$ cat src/hw/rtl/cpu_time_line_parser_top_macros.svh
// Assertion macros shared by the CPU time line parser modules.
`ifndef CPU_TIME_LINE_PARSER_TOP_MACROS_SVH
`define CPU_TIME_LINE_PARSER_TOP_MACROS_SVH

// Same-cycle implication, checked out of reset.
`define CTLP_ASSERT_NOW(lbl, ante, cons, msg) \
  lbl: assert property (@(posedge clk) disable iff (!rst_n) (ante) |-> (cons)) \
    else $error(msg);

// Next-cycle implication, checked out of reset.
`define CTLP_ASSERT_NEXT(lbl, ante, cons, msg) \
  lbl: assert property (@(posedge clk) disable iff (!rst_n) (ante) |=> (cons)) \
    else $error(msg);

`endif

$ cat src/hw/rtl/ctlp_pkg.sv
// Shared types, constants and helpers of the CPU time line parser.
package ctlp_pkg;

  localparam int unsigned MAX_CPUS = 64;
  localparam int unsigned CNT_W    = 7;
  localparam int unsigned CPU_W    = 6;
  localparam logic [CNT_W-1:0] MAX_CPUS_V = CNT_W'(MAX_CPUS);
  localparam logic [CNT_W-1:0] LIMIT_RESET = CNT_W'(MAX_CPUS);

  localparam int unsigned NFIELDS = 10;
  localparam int unsigned FLD_W   = 4;
  localparam logic [FLD_W-1:0] NFIELDS_V = FLD_W'(NFIELDS);

  localparam int unsigned IQ_DEPTH = 4;
  localparam int unsigned IQ_AW    = 2;
  localparam int unsigned OQ_DEPTH = 8;
  localparam int unsigned OQ_AW    = 3;

  localparam logic [7:0] CH_0   = 8'h30;
  localparam logic [7:0] CH_9   = 8'h39;
  localparam logic [7:0] CH_SP  = 8'h20;
  localparam logic [7:0] CH_TAB = 8'h09;
  localparam logic [7:0] CH_NL  = 8'h0a;
  localparam logic [7:0] CH_C   = 8'h63;
  localparam logic [7:0] CH_P   = 8'h70;
  localparam logic [7:0] CH_U   = 8'h75;
  localparam logic [7:0] CH_T   = 8'h74;
  localparam logic [7:0] CH_X   = 8'h78;

  localparam logic KIND_CPU = 1'b0;
  localparam logic KIND_SUM = 1'b1;

  typedef enum logic [1:0] {FC_BUSY, FC_IDLE, FC_GUEST, FC_NONE} fclass_t;

  // Which accumulator a field number lands in.
  function automatic fclass_t field_class(input logic [FLD_W-1:0] f);
    fclass_t c;
    if (f inside {4'd0, 4'd1, 4'd2, 4'd5, 4'd6, 4'd7}) begin
      c = FC_BUSY;
    end else if (f inside {4'd3, 4'd4}) begin
      c = FC_IDLE;
    end else if (f inside {4'd8, 4'd9}) begin
      c = FC_GUEST;
    end else begin
      c = FC_NONE;
    end
    return c;
  endfunction

  typedef struct packed {
    logic [7:0] text_byte;
    logic       end_of_buffer;
  } in_word_t;

  typedef struct packed {
    logic             record_kind;
    logic [CPU_W-1:0] cpu_number;
    logic [63:0]      busy_ticks;
    logic [63:0]      idle_ticks;
    logic [CNT_W-1:0] cpu_total;
    logic [63:0]      switch_total;
    logic             switch_seen;
    logic             final_result;
  } out_word_t;

  // Classified input byte.
  typedef struct packed {
    logic [7:0] text_byte;
    logic       eob;
    logic       is_digit;
    logic       is_blank;
    logic       is_nl;
    logic [3:0] digit;
  } cls_word_t;

  typedef struct packed {
    logic      valid;
    cls_word_t word;
  } iq_head_t;

  // Parser output: what to emit, with the last field commit still pending.
  typedef struct packed {
    logic             rec;
    logic             sum;
    logic [CPU_W-1:0] idx;
    logic [63:0]      busy;
    logic [63:0]      idle;
    logic [63:0]      guest;
    logic [63:0]      cm_num;
    fclass_t          cm_cls;
    logic [CNT_W-1:0] count;
    logic [63:0]      sw;
    logic             seen;
  } fin_req_t;

  typedef struct packed {
    logic             rec;
    logic             sum;
    logic [CPU_W-1:0] idx;
    logic [63:0]      busy;
    logic [63:0]      idle;
    logic [63:0]      guest;
    logic [CNT_W-1:0] count;
    logic [63:0]      sw;
    logic             seen;
  } fin_sum_t;

endpackage

$ cat src/hw/rtl/ctlp_front.sv
// Front end: accepts bytes, classifies them and queues them for the parser.
module ctlp_front (
  input  logic               clk,
  input  logic               rst_n,
  input  logic               in_valid,
  output logic               in_ready,
  input  ctlp_pkg::in_word_t in_data,
  input  logic               pop_i,
  output ctlp_pkg::iq_head_t head_o
);

  ctlp_pkg::cls_word_t q_r [ctlp_pkg::IQ_DEPTH];
  logic [ctlp_pkg::IQ_AW-1:0] wp_r, wp_nxt, rp_r, rp_nxt;
  logic [ctlp_pkg::IQ_AW:0]   cnt_r, cnt_nxt;
  ctlp_pkg::cls_word_t cls_c;
  logic [7:0] dig_sub;
  logic push;
  logic pop;

  always_comb begin
    dig_sub         = in_data.text_byte - ctlp_pkg::CH_0;
    cls_c.text_byte = in_data.text_byte;
    cls_c.eob       = in_data.end_of_buffer;
    cls_c.is_digit  = (in_data.text_byte >= ctlp_pkg::CH_0) &&
                      (in_data.text_byte <= ctlp_pkg::CH_9);
    cls_c.is_blank  = (in_data.text_byte == ctlp_pkg::CH_SP) ||
                      (in_data.text_byte == ctlp_pkg::CH_TAB);
    cls_c.is_nl     = (in_data.text_byte == ctlp_pkg::CH_NL);
    cls_c.digit     = dig_sub[3:0];
  end

  assign in_ready = (cnt_r != (ctlp_pkg::IQ_AW+1)'(ctlp_pkg::IQ_DEPTH));
  assign push     = in_valid && in_ready;
  assign pop      = pop_i && (cnt_r != '0);

  assign head_o.valid = (cnt_r != '0);
  assign head_o.word  = q_r[rp_r];

  always_comb begin
    wp_nxt  = wp_r + ctlp_pkg::IQ_AW'(push);
    rp_nxt  = rp_r + ctlp_pkg::IQ_AW'(pop);
    cnt_nxt = cnt_r + (ctlp_pkg::IQ_AW+1)'(push) - (ctlp_pkg::IQ_AW+1)'(pop);
  end

  always_ff @(posedge clk) begin
    if (!rst_n) begin
      wp_r  <= '0;
      rp_r  <= '0;
      cnt_r <= '0;
    end else begin
      wp_r  <= wp_nxt;
      rp_r  <= rp_nxt;
      cnt_r <= cnt_nxt;
    end
  end

  always_ff @(posedge clk) begin
    if (push) begin
      q_r[wp_r] <= cls_c;
    end
  end

endmodule

$ cat config.mk
export PLATFORM = sky130hd
export DESIGN_NAME = ctlp_front
export DESIGN_NICKNAME = d
export VERILOG_FILES = /design/src/hw/rtl/cpu_time_line_parser_top_macros.svh /design/src/hw/rtl/ctlp_pkg.sv /design/src/hw/rtl/ctlp_front.sv
export SDC_FILE = /design/constraint.sdc
export NUM_CORES = 1
export LEC_CHECK = 0
export BUFFER_PORTS_ARGS = -buffer_cell sky130_fd_sc_hd__buf_2
export CAP_MARGIN = 20
export CORE_UTILIZATION = 45
export CTS_BUF_LIST = sky130_fd_sc_hd__clkbuf_8
export DETAILED_ROUTE_END_ITERATION = 7
export PLACE_DENSITY = 0.69
export SLEW_MARGIN = 40
export SYNTH_ARGS = -nofsm -noshare
export SYNTH_HDL_FRONTEND = slang
export SYNTH_SLANG_ARGS = --single-unit
$ cat constraint.sdc
create_clock -name clk -period 4.1 [get_ports clk]
set_clock_uncertainty 0.1 [all_clocks]
set_input_delay 0.41 -clock clk [delete_from_list [all_inputs] [get_ports clk]]
set_output_delay 0.41 -clock clk [all_outputs]
set_load 0.02 [all_outputs]
-- Word level (Yosys, flattened, before mapping)
Memory sizes are Yosys's and may differ from the RTL's. A register that Yosys moved wholly into a read port is not among the register bits.
Cells that the tools add are included.
- equality and inequality tests: 4
- muxes and demuxes: 3
- reductions and logical operators: 5
- $add $sub $neg: 5
- $lt $le $gt $ge: 2
- operators by type and width (cell ; count):
    equality test 8 x 4 -> 1 bit (second input constant) ; 2
    equality test 8 x 6 -> 1 bit (second input constant) ; 1
    >= comparator 8 x 6 -> 1 bit (second input constant) ; 1
    less-or-equal comparator 8 x 6 -> 1 bit (second input constant) ; 1
    adder 2 x 1 -> 2 bit ; 2
    subtractor 4 x 1 -> 4 bit (second input constant) ; 1
    adder 3 x 1 -> 3 bit ; 1
    logical AND 1 bit ; 3
    inequality test 3 bit (second input constant) ; 1
    nonzero test 3 bit ; 1
    subtractor 3 x 1 -> 3 bit ; 1
    two-way mux 1 bit ; 2
    two-way mux 2 bit ; 1
    logical OR 1 bit ; 1
- memories kept: 1
- input port bits: 13
- flip-flop bits (word level): 7
- memory bits (writable): 64
- memories (name ; words ; bits a word ; read ports ; clocked after Yosys merged registers in ; write ports ; RTL line ; RTL):
    q_r ; 4 ; 16 ; 1 ; 1 ; 1 ; ctlp_front.sv:12 ; ctlp_pkg::cls_word_t q_r [ctlp_pkg::IQ_DEPTH];

-- Longest topological paths before layout
Gate-level depths: netlist (run 1).
- depth after elaboration: 4
- gate-level depth with buffers: 10

-- Least setup slack after synthesis (run 1)
No wires, ideal clock.
- kind: register -> register
- from: register cnt_r[2] in the netlist's numbering
- to: register cnt_r[2] in the netlist's numbering
- library setup time: 115 ps
- buffers on the path: 0
- slack: 1817 ps
- clock period less this slack: 2283 ps
- cell stages (with the launch flop): 11
- data arrival time: 2068 ps
- path through: dfxtp_1 or3b_4 nand2_4 inv_2 xnor2_1 ha_1 inv_1 fa_1 xnor2_1 xnor2_1 and2_1
- cells in the longest elaborated chain, start to end: 4
- elaborated cells on any way between the ends: 6
- classes of those cells: add/sub (2); eq/ne (1); reduce/logical (3)
- ends and longest elaborated chain (what ; RTL line ; RTL):
    start: declaration ; ctlp_front.sv:14 ; logic [ctlp_pkg::IQ_AW:0] cnt_r, cnt_nxt;
    start signal: assignment ; ctlp_front.sv:53 ; cnt_r <= cnt_nxt;
    inequality test 3 bit ; ctlp_front.sv:32 ; assign in_ready = (cnt_r != (ctlp_pkg::IQ_AW+1)'(ctlp_pkg::IQ_DEPTH));
    net in_ready ; ctlp_front.sv:6 ; output logic in_ready,
    logical AND 1 bit ; ctlp_front.sv:33 ; assign push = in_valid && in_ready;
    adder 3 x 1 -> 3 bit ; ctlp_front.sv:42 ; cnt_nxt = cnt_r + (ctlp_pkg::IQ_AW+1)'(push) - (ctlp_pkg::IQ_AW+1)'(pop);
    subtractor 3 x 1 -> 3 bit ; ctlp_front.sv:42 ;
The timed path passes the listed nets, and every way through them passes these cells.
A chain may end at the register's enable or synchronous reset.

-- Worst setup path in the final report (run 1)
- from: register cnt_r[2] in the netlist's numbering
- to: register cnt_r[2] in the netlist's numbering
- cells in the longest elaborated chain, start to end: 4
- elaborated cells on any way between the ends: 6
- classes of those cells: add/sub (2); eq/ne (1); reduce/logical (3)
- ends and longest elaborated chain (what ; RTL line):
    inequality test 3 bit ; ctlp_front.sv:32
    logical AND 1 bit ; ctlp_front.sv:33
    adder 3 x 1 -> 3 bit ; ctlp_front.sv:42
    subtractor 3 x 1 -> 3 bit * ; ctlp_front.sv:42
Mark *: on every way between the ends. The rest lies on a longest branch, timed or not.

==> qor.csv, run 1 <==
stage;metric;value;unit
logic_synthesis;synth-xor-area-share;2.40;%
hold_path;hold_path_depth;1;
sta;max_freq;0.422;GHz
placement;gp_congestion;0.723;
sta;period_share;57.9;%
setup_path;reg2reg_from;cnt_r[2];
final_layout;fin_area;2480;sq um
setup_path;slowest_stage;or3b_4;
sta;worst_slew_pin_slew;678;ps
run_status;status;finished clean;
logic_synthesis;yosys_warnings;0;
grt;antenna_found_initial;0;
floorplan;initial_utilization;48.5;%
hold_path;hp-start;in_data[0];
clocking;ctsResizeCount;0;
clocking;cts_sinks;55;
placement;dpl.hpwl;2.38;mm
logic_synthesis;synth_flop_cell;edfxtp_1;
floorplan;die-height;71.7;um
sta;rsz0062_at_grt;no;
clocking;clkTransAtPathRegs;80;ps
sta;slew_headroom;54.7;%
setup_path;r2r_setup_slack;1730;ps
setup_path;start_kind;register;
setup_path;crit_chain;or3b_4 -> nand2_4 -> inv_2 -> xnor2_1 -> ha_1 -> inv_1 -> fa_1 -> xnor2_1 -> xnor2_1 -> and2_1;
logic_synthesis;synth-async-reset-ratio;0;%
grt;grt_pass1_vias;1111;
grt;grt_pass1_wl;5.55;mm
sta;whs;220;ps
floorplan;die_x;71.7;um
logic_synthesis;synth_top_family_by_area;multiplexers;
final_layout;antenna_cells;0;
logic_synthesis;syn_area_per_cell;19.3;sq um
sta;finalMaxSlewViolations;0;
detailed_routing;drt_iter0_drc;68;
logic_synthesis;synth-simple-area-share;6.75;%
grt;overflow;0;
logic_synthesis;yosys.area_share.adder;2.06;%
logic_synthesis;synth_compound_area_share;1.55;%
setup_path;timing.critical_path.buf_inv;2;
setup_path;end_kind;register;
detailed_routing;avgViaCountPerCell;5.40;
detailed_routing;drtPass1Iterations;4;
sta;hold_viol;0;
setup_path;cpPeakStageDelay;430;ps
logic_synthesis;muxShareOfSynthArea;12.4;%
clocking;cts_setup_buffers;0;
setup_path;reg2reg_to;cnt_r[2];
logic_synthesis;syn_area;2190;sq um
logic_synthesis;synth-edff-count;48;
clocking;cts_made_buffers;5;
clocking;ctsHoldBuffers;0;
floorplan;die_area;5140;sq um
hold_path;hp-class;primary input to register;
setup_path;crit_top_cell;xnor2_1;
clocking;clock_latency;300;ps
grt;grt_max_degree;16;
pwr;power;1500;uW
detailed_routing;wirelength;3.48;mm
final_layout;drive_gt1_share;38.8;%
setup_path;cp.required;4200;ps
placement;placed_area;2380;sq um
sta;min_period;2370;ps
logic_synthesis;syn_inst;113;
clocking;h-tree-depth;2;
pwr;p_leak;0.000875;uW
placement;place.port_buffers;30;
floorplan;row_count;24;
detailed_routing;ant_nets;0;
clocking;cts.path.max_buffers;2;
final_layout;area_growth;13.3;%
logic_synthesis;yosysSeqAreaShare;72.4;%
job;drv_cap;0;
setup_path;reg2regPathDepth;10;
clocking;cts_tree;yes;
detailed_routing;drc;0;
floorplan;ios;31;
floorplan;core;4500;sq um
final_layout;nets;162;
pwr;ir_worst_vdd;0.000297;V
logic_synthesis;ys_seq_elements;55;
setup_path;crit_fanout;5;
setup_path;critical_path_class;register to register;
pwr;p_per_area;605;nW/um^2
final_layout;fill_cells;355;
hold_path;holdPathEnd;q_r[3][7];
logic_synthesis;synthesis.nets;129;
sta;setup_viol;0;
setup_path;crit_family;simple AND/OR/NAND/NOR gates;
grt;grt_usage;15.1;%
detailed_routing;wl_per_cell;17.5;um
clocking;root_buffer;clkbuf_8;
setup_path;timing.critical_path.arrival;2470;ps
logic_synthesis;netlist-cell-type-count;28;
sta;tns;0;ps
detailed_routing;vias;1074;
[flip-flops by register name, indices dropped and copies added, names as in the netlist]
register / count
wp_r: 2
q_r: 48
cnt_r: 3
rp_r: 2
[area by class of cell]
class / count / area, sq um / area share, %
Timing Repair Buffer: 33 / 173 / 6.97
Inverter: 2 / 7.51 / 0.303
Clock inverter: 1 / 3.75 / 0.152
Tap cell: 52 / 65.1 / 2.63
Multi-Input combinational cell: 49 / 549 / 22.2
Clock buffer: 7 / 96.3 / 3.89
Sequential cell: 55 / 1580 / 63.9
[cell usage after synthesis, drive strengths merged (2+ instances only)]
master / instances / share of area [%]
and2: 6 / 1.7
buf: 7 / 2.2
dfxtp: 7 / 6.4
edfxtp: 48 / 66
ha: 2 / 1.1
inv: 2 / 0.34
mux4: 12 / 12
nand2: 4 / 1.0
nor2: 4 / 0.69
nor3b: 2 / 0.69
xnor2: 5 / 2.0
[report_power, final]
group          leakage, uW  internal, uW  total (uW)  switching (uW)
logic             0.000311           206         434             228
registers         0.000508           682         756            74.0
clock network    0.0000557           152         308             157
total             0.000875          1040        1500             458
[cells in the final DEF (no fill, tap or decap), drive strengths merged]
| cell type | n |
|---|---|
| nor3 | 1 |
| mux4 | 12 |
| and3 | 1 |
| nor2b | 1 |
| nor3b | 2 |
| o311ai | 1 |
| o31ai | 1 |
| dfxtp | 7 |
| nor4 | 1 |
| xor2 | 1 |
| fa | 1 |
| a211oi | 1 |
| ha | 2 |
| and2 | 6 |
| or3b | 1 |
| xnor2 | 5 |
| nor2 | 4 |
| o21ai | 1 |
| inv | 3 |
| nand3b | 1 |
| edfxtp | 48 |
| or3 | 1 |
| buf | 33 |
| nand2 | 4 |
| and4 | 1 |
| clkbuf | 7 |
[kinds of logic after synthesis]
logic type	count (synthesis)
flip-flops	55
AND/OR/NAND/NOR	24
multiplexers	12
buffers and inverters	9
XOR/XNOR	6
AO/OA/AOI/OAI	4
adder cells (fa/ha/maj)	3
[layer usage]
metal,global-route usage [%],vias up,share of wire [%]
met5,0,-,0
met3,5.20,6,4.3
met4,5.45,0,1.3
met2,26.0,25,54
li1,-,507,-
met1,17.5,536,41
[worst max path at each step]
stage,start,to,cells after the start
after floorplan,cnt_r[2],cnt_r[2],10
after global placement,cnt_r[2],cnt_r[2],10
after detailed placement,cnt_r[2],cnt_r[2],10
after CTS,cnt_r[2],cnt_r[2],10
after global routing,cnt_r[2],cnt_r[2],10
final,cnt_r[2],cnt_r[2],10
[stage by stage]
stage	worst slack, ps	cells	utilization [%]
after floorplan	1820	113	-
after global placement	1830	191	52.8
after detailed placement	1730	191	52.8
after CTS	1720	199	55.0
after global routing	1620	199	55.0
final	1730	199	55.0
[worst register-to-register path, delay by kind of cell (launching register included)]
kind / cells / cell delay, ps
and+or+nand+nor: 3 / 690
adders and majority gates: 2 / 530
xor gates and xnor gates: 3 / 420
DFF: 1 / 420
buffers and inverters: 2 / 110
Note: power is estimated with default switching activity, not from simulation.
==> inputs of run 2 (changes only) <==
--- a/config.mk
+++ b/config.mk
@@ -10,7 +10,7 @@
 export CORE_UTILIZATION = 45
 export CTS_BUF_LIST = sky130_fd_sc_hd__clkbuf_8
 export DETAILED_ROUTE_END_ITERATION = 7
-export PLACE_DENSITY = 0.69
+export PLACE_DENSITY = 0.72
 export SLEW_MARGIN = 40
 export SYNTH_ARGS = -nofsm -noshare
 export SYNTH_HDL_FRONTEND = slang
==> constraint.sdc (replaced) <==
create_clock -name clk -period 1.95 [get_ports clk]
set_clock_uncertainty 0.1 [all_clocks]
set_input_delay 0.195 -clock clk [delete_from_list [all_inputs] [get_ports clk]]
set_output_delay 0.195 -clock clk [all_outputs]
set_load 0.02 [all_outputs]
==> qor.csv, run 2 (synthesized netlist as in run 1, its figures left out) <==
stage;metric;value;unit
final_layout;antenna_cells;0;
detailed_routing;avgViaCountPerCell;5.42;
grt;grt_pass1_wl;6.07;mm
detailed_routing;drc;0;
placement;place.port_buffers;30;
hold_path;hold_path_depth;1;
pwr;power;3360;uW
grt;grt_max_degree;16;
setup_path;critical_path_class;register to register;
clocking;cts_sinks;55;
sta;setup_viol;2;
sta;setup_ws;-246;ps
floorplan;die_x;71.7;um
clocking;ctsHoldBuffers;0;
pwr;p_leak;0.000961;uW
grt;grt_pass1_vias;1225;
detailed_routing;wl_per_cell;17.4;um
setup_path;timing.critical_path.arrival;2300;ps
sta;rsz0062_at_grt;yes;
run_status;violations;setup timing;
clocking;clkTransAtPathRegs;90;ps
final_layout;final_cell_mix;edfxtp_1, buf_2, buf_4, mux4_2, clkbuf_8;
final_layout;area_growth;20.8;%
sta;finalMaxSlewViolations;0;
final_layout;largest_reg_flops;48;
grt;antenna_found_initial;0;
placement;dpl.hpwl;2.63;mm
detailed_routing;vias;1160;
sta;min_period;2200;ps
floorplan;row_count;24;
final_layout;largestRegisters;q_r x48, cnt_r x3;
detailed_routing;wirelength;3.72;mm
detailed_routing;drt_iter0_drc;66;
sta;hold_viol;0;
sta;period_share;113;%
job;drv_cap;0;
sta;worst_slew_pin_slew;595;ps
hold_path;hp-class;primary input to register;
floorplan;die-height;71.7;um
run_status;status;finished, violations left;
sta;tns;-286;ps
setup_path;reg2reg_from;cnt_r[2];
pwr;p_per_area;1270;nW/um^2
clocking;cts_made_buffers;5;
floorplan;core;4500;sq um
detailed_routing;drtPass1Iterations;4;
final_layout;final_common_cell;edfxtp_1;
hold_path;holdPathEnd;q_r[0][7];
hold_path;hp-start;in_data[0];
final_layout;regMostFlops;q_r;
final_layout;nets;177;
sta;slew_headroom;59.9;%
clocking;clock_latency;300;ps
clocking;root_buffer;clkbuf_8;
detailed_routing;ant_nets;0;
clocking;h-tree-depth;2;
floorplan;ios;31;
floorplan;initial_utilization;48.5;%
placement;gp_congestion;0.744;
grt;overflow;0;
setup_path;r2r_setup_slack;-250;ps
setup_path;start_kind;register;
floorplan;die_area;5140;sq um
setup_path;reg2regPathDepth;10;
setup_path;reg2reg_to;cnt_r[2];
final_layout;drive_gt1_share;50.0;%
setup_path;end_kind;register;
clocking;cts_tree;yes;
pwr;ir_worst_vdd;0.000591;V
grt;grt_usage;16.3;%
setup_path;cp.required;2050;ps
sta;max_freq;0.455;GHz
setup_path;crit_fanout;4;
clocking;cts.path.max_buffers;2;
[run 2: changes by cell type in the layout (fill, tap and decap cells not counted), moves of 2 or more]
cell	before	now
xnor2_2	0	2
buf_4	3	17
xnor2_1	5	3
dfxtp_4	0	2
dfxtp_1	6	4
[run 2: worst max-delay path by stage]
stage          cells after the start  slack, ps      from  endpoint
4_1_cts                           10       -260  cnt_r[2]  cnt_r[2]
2_1_floorplan                     10       -230  cnt_r[1]  cnt_r[2]
5_1_grt                           10       -290  cnt_r[2]  cnt_r[2]
6_report                          10       -250  cnt_r[2]  cnt_r[2]
3_3_place_gp                      10       -160  cnt_r[2]  cnt_r[2]
3_5_place_dp                      10       -250  cnt_r[2]  cnt_r[2]
[run 2: what timing repair did]
action	in CTS	in global routing
resized for setup	5	4
endpoints found under the hold margin	0	0
pin swaps	0	2
cloned	0	0
endpoints found under the setup margin	11	12
setup buffers	3	2
[run 2: metal layers]
layer | part of all wire [%] | vias up | wire length, um | GRT usage [%]
li1 | - | 531 | - | -
met1 | 41 | 602 | 1510 | 19.1
met2 | 55 | 22 | 2030 | 29.5
met3 | 3.1 | 5 | 117 | 3.38
met4 | 1.6 | 0 | 59 | 6.54
met5 | 0 | - | 0 | 0
[run 2: metrics by stage]
| step | instance area, sq um | cells | setup slack (ps) | util [%] | hold slack [ps] |
|---|---|---|---|---|---|
| after floorplan | 2210 | 113 | -233 | - | 194 |
| after global placement | 2480 | 202 | -157 | 55.0 | 305 |
| after detailed placement | 2480 | 202 | -249 | 55.0 | 319 |
| after CTS | 2620 | 213 | -255 | 58.1 | 5.79 |
| after global routing | 2640 | 214 | -292 | 58.6 | 7.77 |
| final | 2640 | 214 | -246 | 58.6 | 9.17 |
[run 2: power by group]
part / switching, uW / internal, uW
sequential: 69.1 / 1440
combinational: 625 / 581
clock: 328 / 319
total: 1020 / 2340
[run 2: final cells by class]
class                      count  area [sq um]
clock buffer                   7          96.3
clock inverter                 1          3.75
fill                         349          1860
inverter                       2          10.0
multi-input combinational     49           587
sequential                    55          1590
tap                           52          65.1
timing repair buffer          48           289
[run 2: worst max-delay path: stages (launching register included)]
cell	delay (ps)
dfxtp_4	370
or3b_4	390
nand2_4	80
inv_4	40
xnor2_2	130
ha_2	190
inv_2	30
fa_2	340
xnor2_2	160
xnor2_1	120
and2_1	150
