File: config.mk
export PLATFORM = sky130hd
export DESIGN_NAME = ctlp_back
export DESIGN_NICKNAME = d
export VERILOG_FILES = /design/src/hw/rtl/ctlp_pkg.sv /design/src/hw/rtl/ctlp_back.sv
export VERILOG_INCLUDE_DIRS = /design/src /design/src/hw/rtl
export SDC_FILE = /design/constraint.sdc
export NUM_CORES = 2
export LEC_CHECK = 0
export ABC_AREA = 0
export BUFFER_PORTS_ARGS = -buffer_cell sky130_fd_sc_hd__buf_2
export CORE_ASPECT_RATIO = 1.25
export CORE_MARGIN = 5
export CORE_UTILIZATION = 55
export CTS_CLUSTER_DIAMETER = 40
export DETAILED_ROUTE_END_ITERATION = 8
export HOLD_SLACK_MARGIN = 0.06
export PLACE_DENSITY = 0.74
export SLEW_MARGIN = 30
export SYNTH_ARGS = -nofsm -noshare
export SYNTH_HDL_FRONTEND = slang
export SYNTH_SLANG_ARGS = --single-unit
File: constraint.sdc
create_clock -name clk -period 20.5 [get_ports clk]
set_input_delay 1.025 -clock clk [delete_from_list [all_inputs] [get_ports clk]]
set_output_delay 1.025 -clock clk [all_outputs]
set_load 0.1 [all_outputs]
File: src/hw/rtl/cpu_time_line_parser_top_macros.svh
// Assertion macros shared by the CPU time line parser modules.
`ifndef CPU_TIME_LINE_PARSER_TOP_MACROS_SVH
`define CPU_TIME_LINE_PARSER_TOP_MACROS_SVH

// Same-cycle implication, checked out of reset.
`define CTLP_ASSERT_NOW(lbl, ante, cons, msg) \
  lbl: assert property (@(posedge clk) disable iff (!rst_n) (ante) |-> (cons)) \
    else $error(msg);

// Next-cycle implication, checked out of reset.
`define CTLP_ASSERT_NEXT(lbl, ante, cons, msg) \
  lbl: assert property (@(posedge clk) disable iff (!rst_n) (ante) |=> (cons)) \
    else $error(msg);

`endif

File: src/hw/rtl/ctlp_pkg.sv
// Shared types, constants and helpers of the CPU time line parser.
package ctlp_pkg;

  localparam int unsigned MAX_CPUS = 64;
  localparam int unsigned CNT_W    = 7;
  localparam int unsigned CPU_W    = 6;
  localparam logic [CNT_W-1:0] MAX_CPUS_V = CNT_W'(MAX_CPUS);
  localparam logic [CNT_W-1:0] LIMIT_RESET = CNT_W'(MAX_CPUS);

  localparam int unsigned NFIELDS = 10;
  localparam int unsigned FLD_W   = 4;
  localparam logic [FLD_W-1:0] NFIELDS_V = FLD_W'(NFIELDS);

  localparam int unsigned IQ_DEPTH = 4;
  localparam int unsigned IQ_AW    = 2;
  localparam int unsigned OQ_DEPTH = 8;
  localparam int unsigned OQ_AW    = 3;

  localparam logic [7:0] CH_0   = 8'h30;
  localparam logic [7:0] CH_9   = 8'h39;
  localparam logic [7:0] CH_SP  = 8'h20;
  localparam logic [7:0] CH_TAB = 8'h09;
  localparam logic [7:0] CH_NL  = 8'h0a;
  localparam logic [7:0] CH_C   = 8'h63;
  localparam logic [7:0] CH_P   = 8'h70;
  localparam logic [7:0] CH_U   = 8'h75;
  localparam logic [7:0] CH_T   = 8'h74;
  localparam logic [7:0] CH_X   = 8'h78;

  localparam logic KIND_CPU = 1'b0;
  localparam logic KIND_SUM = 1'b1;

  typedef enum logic [1:0] {FC_BUSY, FC_IDLE, FC_GUEST, FC_NONE} fclass_t;

  // Which accumulator a field number lands in.
  function automatic fclass_t field_class(input logic [FLD_W-1:0] f);
    fclass_t c;
    if (f inside {4'd0, 4'd1, 4'd2, 4'd5, 4'd6, 4'd7}) begin
      c = FC_BUSY;
    end else if (f inside {4'd3, 4'd4}) begin
      c = FC_IDLE;
    end else if (f inside {4'd8, 4'd9}) begin
      c = FC_GUEST;
    end else begin
      c = FC_NONE;
    end
    return c;
  endfunction

  typedef struct packed {
    logic [7:0] text_byte;
    logic       end_of_buffer;
  } in_word_t;

  typedef struct packed {
    logic             record_kind;
    logic [CPU_W-1:0] cpu_number;
    logic [63:0]      busy_ticks;
    logic [63:0]      idle_ticks;
    logic [CNT_W-1:0] cpu_total;
    logic [63:0]      switch_total;
    logic             switch_seen;
    logic             final_result;
  } out_word_t;

  // Classified input byte.
  typedef struct packed {
    logic [7:0] text_byte;
    logic       eob;
    logic       is_digit;
    logic       is_blank;
    logic       is_nl;
    logic [3:0] digit;
  } cls_word_t;

  typedef struct packed {
    logic      valid;
    cls_word_t word;
  } iq_head_t;

  // Parser output: what to emit, with the last field commit still pending.
  typedef struct packed {
    logic             rec;
    logic             sum;
    logic [CPU_W-1:0] idx;
    logic [63:0]      busy;
    logic [63:0]      idle;
    logic [63:0]      guest;
    logic [63:0]      cm_num;
    fclass_t          cm_cls;
    logic [CNT_W-1:0] count;
    logic [63:0]      sw;
    logic             seen;
  } fin_req_t;

  typedef struct packed {
    logic             rec;
    logic             sum;
    logic [CPU_W-1:0] idx;
    logic [63:0]      busy;
    logic [63:0]      idle;
    logic [63:0]      guest;
    logic [CNT_W-1:0] count;
    logic [63:0]      sw;
    logic             seen;
  } fin_sum_t;

endpackage

File: src/hw/rtl/ctlp_back.sv
// Parser back end: line state machine, field accumulation and record decisions.
`include "cpu_time_line_parser_top_macros.svh"

module ctlp_back (
  input  logic                           clk,
  input  logic                           rst_n,
  input  logic [ctlp_pkg::CNT_W-1:0]     cpu_limit_i,
  input  ctlp_pkg::iq_head_t             head_i,
  input  logic                           room_i,
  output logic                           pop_o,
  output ctlp_pkg::fin_req_t             req_o
);

  typedef enum logic [3:0] {
    PH_START, PH_C, PH_CP, PH_CPU, PH_INDEX, PH_FWS, PH_FDIG, PH_FROZEN,
    PH_CT, PH_CTX, PH_CTXT, PH_SWWS, PH_SWDIG, PH_SKIP
  } phase_t;

  function automatic logic in_cpu(input phase_t ph);
    return (ph == PH_INDEX) || (ph == PH_FWS) || (ph == PH_FDIG) || (ph == PH_FROZEN);
  endfunction

  phase_t phase_r, phase_nxt, phase_tk;
  logic [2:0]                    len_r, len_nxt, len_inc;
  logic [ctlp_pkg::FLD_W-1:0]    fld_r, fld_nxt, fld_tk;
  logic [63:0]                   num_r, num_nxt, num_tk, num10;
  logic [ctlp_pkg::CNT_W-1:0]    idx_r, idx_nxt, idx_tk, idx_p1;
  logic [63:0]                   busy_r, busy_nxt, busy_tk;
  logic [63:0]                   idle_r, idle_nxt, idle_tk;
  logic [63:0]                   guest_r, guest_nxt, guest_tk;
  logic [ctlp_pkg::CNT_W-1:0]    cnt_r, cnt_nxt, cnt_fin;
  logic [63:0]                   sw_r, sw_nxt, sw_tk, sw10;
  logic                          swf_r, swf_nxt, swf_tk;
  logic [9:0]                    idx_ext, idx10;
  logic [ctlp_pkg::CNT_W-1:0]    idx_sat, lim;
  ctlp_pkg::cls_word_t           w;
  ctlp_pkg::fclass_t             cls_cur, cm_cls;
  ctlp_pkg::fin_req_t            req_r;
  logic                          take, fin_c, rec_c, clr;

  always_comb begin
    w       = head_i.word;
    take    = head_i.valid && room_i;
    len_inc = (len_r == 3'd7) ? 3'd7 : len_r + 3'd1;
    num10   = (num_r << 3) + (num_r << 1) + {60'd0, w.digit};
    sw10    = (sw_r << 3) + (sw_r << 1) + {60'd0, w.digit};
    idx_ext = {3'd0, idx_r};
    idx10   = (idx_ext << 3) + (idx_ext << 1) + {6'd0, w.digit};
    idx_sat = (idx10 > {3'd0, ctlp_pkg::MAX_CPUS_V}) ? ctlp_pkg::MAX_CPUS_V : idx10[6:0];
    lim     = (cpu_limit_i < ctlp_pkg::MAX_CPUS_V) ? cpu_limit_i : ctlp_pkg::MAX_CPUS_V;
    cls_cur = ctlp_pkg::field_class(fld_r);

    phase_tk = phase_r;
    fld_tk   = fld_r;
    num_tk   = num_r;
    idx_tk   = idx_r;
    busy_tk  = busy_r;
    idle_tk  = idle_r;
    guest_tk = guest_r;
    sw_tk    = sw_r;
    swf_tk   = swf_r;

    if (!w.is_nl) begin
      case (phase_r)
        PH_START: phase_tk = (w.text_byte == ctlp_pkg::CH_C) ? PH_C : PH_SKIP;
        PH_C: begin
          if (w.text_byte == ctlp_pkg::CH_P) phase_tk = PH_CP;
          else if (w.text_byte == ctlp_pkg::CH_T) phase_tk = PH_CT;
          else phase_tk = PH_SKIP;
        end
        PH_CP: phase_tk = (w.text_byte == ctlp_pkg::CH_U) ? PH_CPU : PH_SKIP;
        PH_CPU: begin
          if (w.is_digit) begin
            idx_tk   = {3'd0, w.digit};
            phase_tk = PH_INDEX;
          end else begin
            phase_tk = PH_SKIP;
          end
        end
        PH_INDEX: begin
          if (w.is_digit) idx_tk = idx_sat;
          else phase_tk = w.is_blank ? PH_FWS : PH_FROZEN;
        end
        PH_FWS: begin
          if (w.is_digit) begin
            num_tk   = {60'd0, w.digit};
            phase_tk = PH_FDIG;
          end else if (!w.is_blank) begin
            phase_tk = PH_FROZEN;
          end
        end
        PH_FDIG: begin
          if (w.is_digit) begin
            num_tk = num10;
          end else begin
            case (cls_cur)
              ctlp_pkg::FC_BUSY:  busy_tk  = busy_r + num_r;
              ctlp_pkg::FC_IDLE:  idle_tk  = idle_r + num_r;
              ctlp_pkg::FC_GUEST: guest_tk = guest_r + num_r;
              default: ;
            endcase
            num_tk   = '0;
            fld_tk   = fld_r + 4'd1;
            phase_tk = (w.is_blank && ((fld_r + 4'd1) < ctlp_pkg::NFIELDS_V)) ?
                       PH_FWS : PH_FROZEN;
          end
        end
        PH_CT:  phase_tk = (w.text_byte == ctlp_pkg::CH_X) ? PH_CTX : PH_SKIP;
        PH_CTX: phase_tk = (w.text_byte == ctlp_pkg::CH_T) ? PH_CTXT : PH_SKIP;
        PH_CTXT: begin
          if (w.text_byte == ctlp_pkg::CH_SP) begin
            sw_tk    = '0;
            swf_tk   = 1'b1;
            phase_tk = PH_SWWS;
          end else begin
            phase_tk = PH_SKIP;
          end
        end
        PH_SWWS: begin
          if (w.is_digit) begin
            sw_tk    = {60'd0, w.digit};
            phase_tk = PH_SWDIG;
          end else if (!w.is_blank) begin
            phase_tk = PH_SKIP;
          end
        end
        PH_SWDIG: begin
          if (w.is_digit) sw_tk = sw10;
          else phase_tk = PH_SKIP;
        end
        default: ;
      endcase
    end

    // a newline closes with the state as it stood; end of buffer after the byte
    fin_c   = in_cpu(phase_tk) && (w.is_nl || (w.eob && (len_inc >= 3'd5)));
    rec_c   = fin_c && (idx_tk < lim);
    idx_p1  = idx_tk + 7'd1;
    cnt_fin = (rec_c && (idx_p1 > cnt_r)) ? idx_p1 : cnt_r;
    cm_cls  = (phase_tk == PH_FDIG) ? ctlp_pkg::field_class(fld_tk) : ctlp_pkg::FC_NONE;

    clr = w.is_nl || w.eob;
    phase_nxt = clr ? PH_START : phase_tk;
    len_nxt   = clr ? 3'd0 : len_inc;
    fld_nxt   = clr ? '0 : fld_tk;
    num_nxt   = clr ? '0 : num_tk;
    idx_nxt   = clr ? '0 : idx_tk;
    busy_nxt  = clr ? '0 : busy_tk;
    idle_nxt  = clr ? '0 : idle_tk;
    guest_nxt = clr ? '0 : guest_tk;
    cnt_nxt   = w.eob ? '0 : cnt_fin;
    sw_nxt    = w.eob ? '0 : sw_tk;
    swf_nxt   = w.eob ? 1'b0 : swf_tk;
  end

  assign pop_o = take;
  assign req_o = req_r;

  always_ff @(posedge clk) begin
    if (!rst_n) begin
      phase_r   <= PH_START;
      len_r     <= '0;
      fld_r     <= '0;
      num_r     <= '0;
      idx_r     <= '0;
      busy_r    <= '0;
      idle_r    <= '0;
      guest_r   <= '0;
      cnt_r     <= '0;
      sw_r      <= '0;
      swf_r     <= 1'b0;
      req_r.rec <= 1'b0;
      req_r.sum <= 1'b0;
    end else begin
      req_r.rec <= take && rec_c;
      req_r.sum <= take && w.eob;
      if (take) begin
        phase_r      <= phase_nxt;
        len_r        <= len_nxt;
        fld_r        <= fld_nxt;
        num_r        <= num_nxt;
        idx_r        <= idx_nxt;
        busy_r       <= busy_nxt;
        idle_r       <= idle_nxt;
        guest_r      <= guest_nxt;
        cnt_r        <= cnt_nxt;
        sw_r         <= sw_nxt;
        swf_r        <= swf_nxt;
        req_r.idx    <= idx_tk[ctlp_pkg::CPU_W-1:0];
        req_r.busy   <= busy_tk;
        req_r.idle   <= idle_tk;
        req_r.guest  <= guest_tk;
        req_r.cm_num <= num_tk;
        req_r.cm_cls <= cm_cls;
        req_r.count  <= cnt_fin;
        req_r.sw     <= sw_tk;
        req_r.seen   <= swf_tk;
      end
    end
  end

  `CTLP_ASSERT_NOW(a_sum_clears, req_r.sum,
    (phase_r == PH_START) && (cnt_r == '0) && !swf_r && (len_r == 3'd0),
    "summary did not clear parser state")
  `CTLP_ASSERT_NOW(a_cnt_bound, 1'b1, cnt_r <= ctlp_pkg::MAX_CPUS_V,
    "cpu count above maximum")
  `CTLP_ASSERT_NOW(a_rec_counted, req_r.rec && !req_r.sum,
    cnt_r > {1'b0, req_r.idx}, "record index not covered by cpu count")

endmodule

== Word-level counts from Yosys, hierarchy flattened ==
Cells that the tools add are included.

* Bits in registers: 684
* Input bits: 27
* Output and inout port bits: 339
* Word-level logic and storage cells: 177

* $add $sub $neg: 12
* $lt $le $gt $ge: 6
* Equal/unequal tests: 42
* Muxes and demuxes: 71
* Reduce and logical (&&, ||, !) cells: 24

{| class="wikitable"
|+ Operators with widths
! cell !! count
|-
| $mux W64 || 24
|-
| $add A64 B64 Y64 || 5
|-
| $pmux W64 S3 || 1
|-
| $add A64 B4 Y64 || 2
|-
| $pmux W64 S2 || 1
|-
| $mux W4 || 17
|-
| $eq A4 B3 Y1 const B || 15
|-
| $mux W7 || 8
|-
| $pmux W4 S12 || 1
|-
| $eq A8 B7 Y1 const B || 5
|-
| $eq A4 B4 Y1 const B || 9
|-
| $eq A4 B2 Y1 const B || 6
|-
| $mux W3 || 6
|-
| $pmux W7 S2 || 1
|-
| $eq A4 B1 Y1 const B || 3
|-
| $logic_not A4 Y1 || 3
|-
| $mux W2 || 6
|-
| $reduce_bool A6 Y1 || 2
|-
| $add A10 B4 Y10 || 1
|-
| $add A10 B8 Y10 || 1
|-
| $gt A10 B7 Y1 const B || 1
|-
| $eq A8 B6 Y1 const B || 1
|-
| $logic_and A1 B1 Y1 || 8
|-
| $reduce_bool A2 Y1 || 4
|-
| 15 further kinds || 24
|}

== Logic depth before layout (Yosys ltp) ==
* Depth after elaboration: 16
* Gate-level depth with buffers: 24
* Gate-level depth less buffers: 23

== Worst setup path after synthesis ==
OpenSTA, ideal clock, no wires.

* Kind: input to register
* Start: input port head_i[16] (netlist bit)
* End: register req_r (netlist bit req_o[0]), enable pin
* Setup time: 1044 ps
* Arrival: 15463 ps
* Required time: 19456 ps
* Slack: 3993 ps
* Stages on the path: 4
* Path buffers: 2
* Cell sequence: nand2_1 -> clkbuf_1 -> clkbuf_1 -> nor2_1

* Longest elaborated chain between the ends: 2

{| class="wikitable"
|+ Ends and longest elaborated chain
! item !! RTL line !! RTL
|-
| start: declaration || ctlp_back.sv:8 || <nowiki>input ctlp_pkg::iq_head_t head_i,</nowiki>
|-
| $logic_and A1 B1 Y1 || ctlp_back.sv:43 || <nowiki>take = head_i.valid && room_i;</nowiki>
|-
| $reduce_and A2 Y1 (no source line) || - ||
|-
| end: declaration || ctlp_back.sv:38 || <nowiki>ctlp_pkg::fin_req_t req_r;</nowiki>
|}

No other way between the ends.
A chain may end at the register's enable or synchronous reset.

== Worst setup path in the final report ==
* Start: input port head_i[3] (netlist bit)
* End: register req_r (netlist bit req_o[71]), data pin

* Longest elaborated chain between the ends: 10
* Elaborated cells between the ends (all ways): 13
* Those cells by class: 2 x add/sub; 3 x order compare; 6 x mux; 2 x reduce/logical

{| class="wikitable"
|+ Ends and longest elaborated chain
! item !! RTL line !! RTL
|-
| $add A10 B4 Y10 * || ctlp_back.sv:48 || <nowiki>idx10 = (idx_ext << 3) + (idx_ext << 1) + {6'd0, w.digit};</nowiki>
|-
| $gt A10 B7 Y1 * || ctlp_back.sv:49 || <nowiki>idx_sat = (idx10 > {3'd0, ctlp_pkg::MAX_CPUS_V}) ? ctlp_pkg::MAX_CPUS_V : idx10[6:0];</nowiki>
|-
| $mux W7 * || ctlp_back.sv:49 ||
|-
| $mux W7 * || ctlp_back.sv:81 || <nowiki>if (w.is_digit) idx_tk = idx_sat;</nowiki>
|-
| $pmux W7 S2 * || ctlp_back.sv:64 || <nowiki>case (phase_r)</nowiki>
|-
| $mux W7 * || ctlp_back.sv:63 || <nowiki>if (!w.is_nl) begin</nowiki>
|-
| via idx_tk (one bit) || ctlp_back.sv:27 || <nowiki>logic [ctlp_pkg::CNT_W-1:0] idx_r, idx_nxt, idx_tk, idx_p1;</nowiki>
|-
| $add A7 B1 Y7 or $lt A7 B7 Y1 (tied branches) || ctlp_back.sv:138, ctlp_back.sv:137 ||
|-
| $gt A7 B7 Y1 or $logic_and A1 B1 Y1 (tied branches) || ctlp_back.sv:139, ctlp_back.sv:137 ||
|-
| $logic_and A1 B1 Y1 || ctlp_back.sv:139 || <nowiki>cnt_fin = (rec_c && (idx_p1 > cnt_r)) ? idx_p1 : cnt_r;</nowiki>
|-
| $mux W7 * || ctlp_back.sv:139 ||
|-
| via cnt_fin (one bit) || ctlp_back.sv:31 || <nowiki>logic [ctlp_pkg::CNT_W-1:0] cnt_r, cnt_nxt, cnt_fin;</nowiki>
|}

Mark *: on every way through the listed nets, which the timed path passes. The rest lies on a longest branch.

==> summary.txt <==
Floorplan
  – Core Box Area: 85600 µm²
  – Initial Utilization: 55.3%
  – Area of the die: 92100 µm²
  – DIE HEIGHT: 338 µm
  – # rows: 120
  – # IOs: 366
  – DIE WIDTH: 272 µm

Placement
  – Port bufs: 365
  – Post-DP Area: 49900 µm²
  – Placed Cells: 6645
  – Post-DP HPWL: 114000 µm
  – Gp weighted congestion: 1.01

Power
  – Leak: 22.6 nW
  – Power, Total: 3.44 mW
  – Worst VDD drop: 62.4 µV
  – PD cells: 64.4 nW/µm²

Setup path
  – Worst setup path class: input port to flip-flop
  – Critical Path AT: 6.74 ns
  – Data required, critical path: 20.93 ns
  – CP max FO: 10
  – Crit start category: input port
  – CP endpoint kind: flip-flop

Finish
  – Area grow syn2layout: 12.8%
  – Fin cells: 6829
  – Layout cells sized above 1: 12.2%
  – Fillers: 7429
  – Post-layout util: 62.4%
  – Fin area: 53400 µm²
  – Final nets: 6147

Synthesis
  – Synth Area in Simple Gates: 15.4%
  – Yosys reg bits: 684
  – Top_reg_cell synth: dfxtp_1
  – Largest family of logic cells by synthesized area: compound AO/OA/AOI/OAI gates
  – Post-synth EDFFs: 336
  – Post-synth ARST share: 0%
  – Sequential share of the synthesized area: 36.0%
  – Mux contribution to synthesized area: 1.26%
  – Synth Area in XOR/XNOR: 5.18%
  – Synth top area share: 21.3%
  – Mapped Area: 47300 µm²
  – Compound-cell area share of the yosys netlist: 25.9%
  – YS warnings: 0
  – Post-Syn Instances: 5424
  – Post-Synth Adder-Cell Area: 12.7%
  – Mapped Avg Cell Area: 8.73 µm²
  – Syn Nets: 5925
  – Synth top area cells: edfxtp_1 21%, dfxtp_1 15%, ha_1 12%, nand2_1 5.0%, a21oi_1 5.0%
  – Post-synthesis cell type count: 94
  – Dominant cell type by area after synthesis: edfxtp_1

Min path
  – Min-delay worst type: flip-flop to flip-flop

STA
  – Fin crit share: 30.8%
  – Setup TNS Final: 0 ns
  – RSZ-0062 raised after global routing: no
  – Hold Vio Cnt, Final: 0
  – Worst slew pin tran: 1.03 ns
  – Post-layout min period: 6.31 ns
  – Slew HR: 31.4%
  – Slew Limit Fails: 0
  – Final setup viols: 0
  – Setup Skew: 0.0412 ns
  – Fmax: 158 MHz

Route
  – Vias: 43525
  – Total wire length: 154000 µm
  – DR WL/cell: 22.5 µm
  – Post-DRT Antenna Nets: 0
  – Remaining DRCs: 0
  – Drt first pass iters: 6
  – Vias per cell: 6.37
  – DR iter-0 viols: 3678

CTS
  – H-Tree Depth: 3
  – Latest clock arrival within the worst-skew pair: 0.67 ns
  – Clock root buffer: clkbuf_16
  – CTS Hold Bufs: 0
  – Post-CTS Repair Setup Buffers: 0
  – CTS tree: built
  – Clock Path Buffers: 3
  – Post-CTS sizing: 0
  – Clk slew on worst S/H paths: 0.06 ns
  – TritonCTS Buffers: 96
  – Clock sinks: 684

Global routing
  – Largest net degree at the start of global routing: 106
  – Antenna violations before repair: 4
  – GRT Total Usage: 31.8%
  – Congestion Overflow GR: 0
  – First-pass GRT wire length: 233000 µm
  – Vias in the first global route: 41370

Outcome
  – Status: complete, no violations

Flow run
  – Maxcap violations: 0
==> final timing paths <==
path,start,to,slack [ns],depth (start not counted)
setup / recovery,head_i[3],req_o[71],14.19,23
hold / removal,busy_r[60],busy_r[60],0.47,2
setup reg to reg,idx_r[2],req_o[71],14.40,22
hold reg to reg,busy_r[60],busy_r[60],0.47,2
==> placed cells by master, fill, tap and decap left out, types with 101 or more instances in the layout <==
| master | netlist | layout |
|---|---|---|
| ha_1 | 465 | 465 |
| o21ai_0 | 405 | 403 |
| dfxtp_1 | 348 | 348 |
| xnor2_1 | 179 | 179 |
| buf_2 | 4 | 365 |
| a21o_1 | 168 | 168 |
| a22o_1 | 148 | 148 |
| nand2_1 | 632 | 628 |
| inv_1 | 147 | 146 |
| nand3_1 | 118 | 117 |
| a22oi_1 | 148 | 148 |
| xor2_1 | 101 | 101 |
| nor2_1 | 444 | 437 |
| a21oi_1 | 471 | 471 |
| edfxtp_1 | 336 | 336 |
==> synth_stat cells (all sizes together) (36+ instances only) <==
cell / n
o211ai: 39
nand2: 632
o21a: 44
clkbuf: 264
dfxtp: 348
nand4: 89
xnor2: 179
inv: 147
mux2: 42
and3: 36
and2: 41
a22o: 148
nand2b: 39
nor2: 445
a22oi: 148
a211oi: 44
a21o: 168
ha: 465
edfxtp: 336
a21oi: 471
nor3: 81
nand3: 118
xor2: 101
o31ai: 42
a31oi: 68
o21bai: 72
o21ai: 419
==> critical path: stages <==
cell     delay (ns)
buf_2          0.22
inv_1          0.09
fa_1           0.54
inv_1          0.06
ha_1           0.27
a21oi_1        0.19
nor2_1         0.11
o31ai_1        0.40
mux2i_1        0.16
a211o_1        0.28
or4_1          0.47
a22oi_1        0.48
ha_1           0.31
xor2_1         0.29
ha_1           0.32
o21a_1         0.12
o21a_1         0.16
o21a_1         0.16
o21ai_0        0.14
a21oi_1        0.09
nand2_1        0.07
or2_1          0.40
mux2_2         0.39
==> area by class of cell <==
cell class / instances / area [µm²] / share of cell area (%)
clock buffer: 104 / 2470 / 4.63
timing repair buffer: 409 / 2180 / 4.08
clock inverter: 78 / 971 / 1.82
sequential: 684 / 17100 / 32.0
multi-input combinational: 4307 / 28800 / 53.9
antenna: 1 / 2.50 / 0.00469
inverter: 148 / 561 / 1.05
tap: 1098 / 1370 / 2.57
==> per-layer routing <==
metal	share of wire [%]	global-route usage, %	vias up
met5	0.027	0	-
met1	39	38.2	20608
li1	-	-	20724
met3	6.6	4.43	442
met2	48	55.5	1745
met4	6.3	17.0	6
==> through the flow <==
| step | hold WS, ns | setup slack (ns) |
|---|---|---|
| final | 0.474 | 14.19 |
| after global routing | 0.501 | 13.76 |
| after CTS | 0.477 | 14.15 |
| after detailed placement | 0.467 | 13.46 |
| after global placement | 0.459 | 13.45 |
| after floorplan | 0.447 | 3.99 |
==> registers in the layout (all words and copies together) (netlist names), 3 cells and up <==
signal,count
busy_r,64
cnt_r,7
fld_r,4
guest_r,64
idle_r,64
idx_r,7
len_r,3
num_r,64
phase_r,4
req_o,338
sw_r,64
==> cells by family after synthesis <==
logic type                 after synthesis
and+or+nand+nor                       1622
muxes                                   53
DFF                                    684
buffers and inverters                  433
AOI/OAI and AO/OA                     1876
xor gates and xnor gates               280
adders and majority gates              476
==> power by group <==
group	leakage (nW)	internal [mW]	switching, mW	total [mW]
sequential	5.83	1.45	0.00934	1.45
clock	1.68	1.05	0.718	1.77
combinational	15.1	0.0227	0.192	0.215
total	22.6	2.52	0.919	3.44
Power figures use the tool's default switching activity.
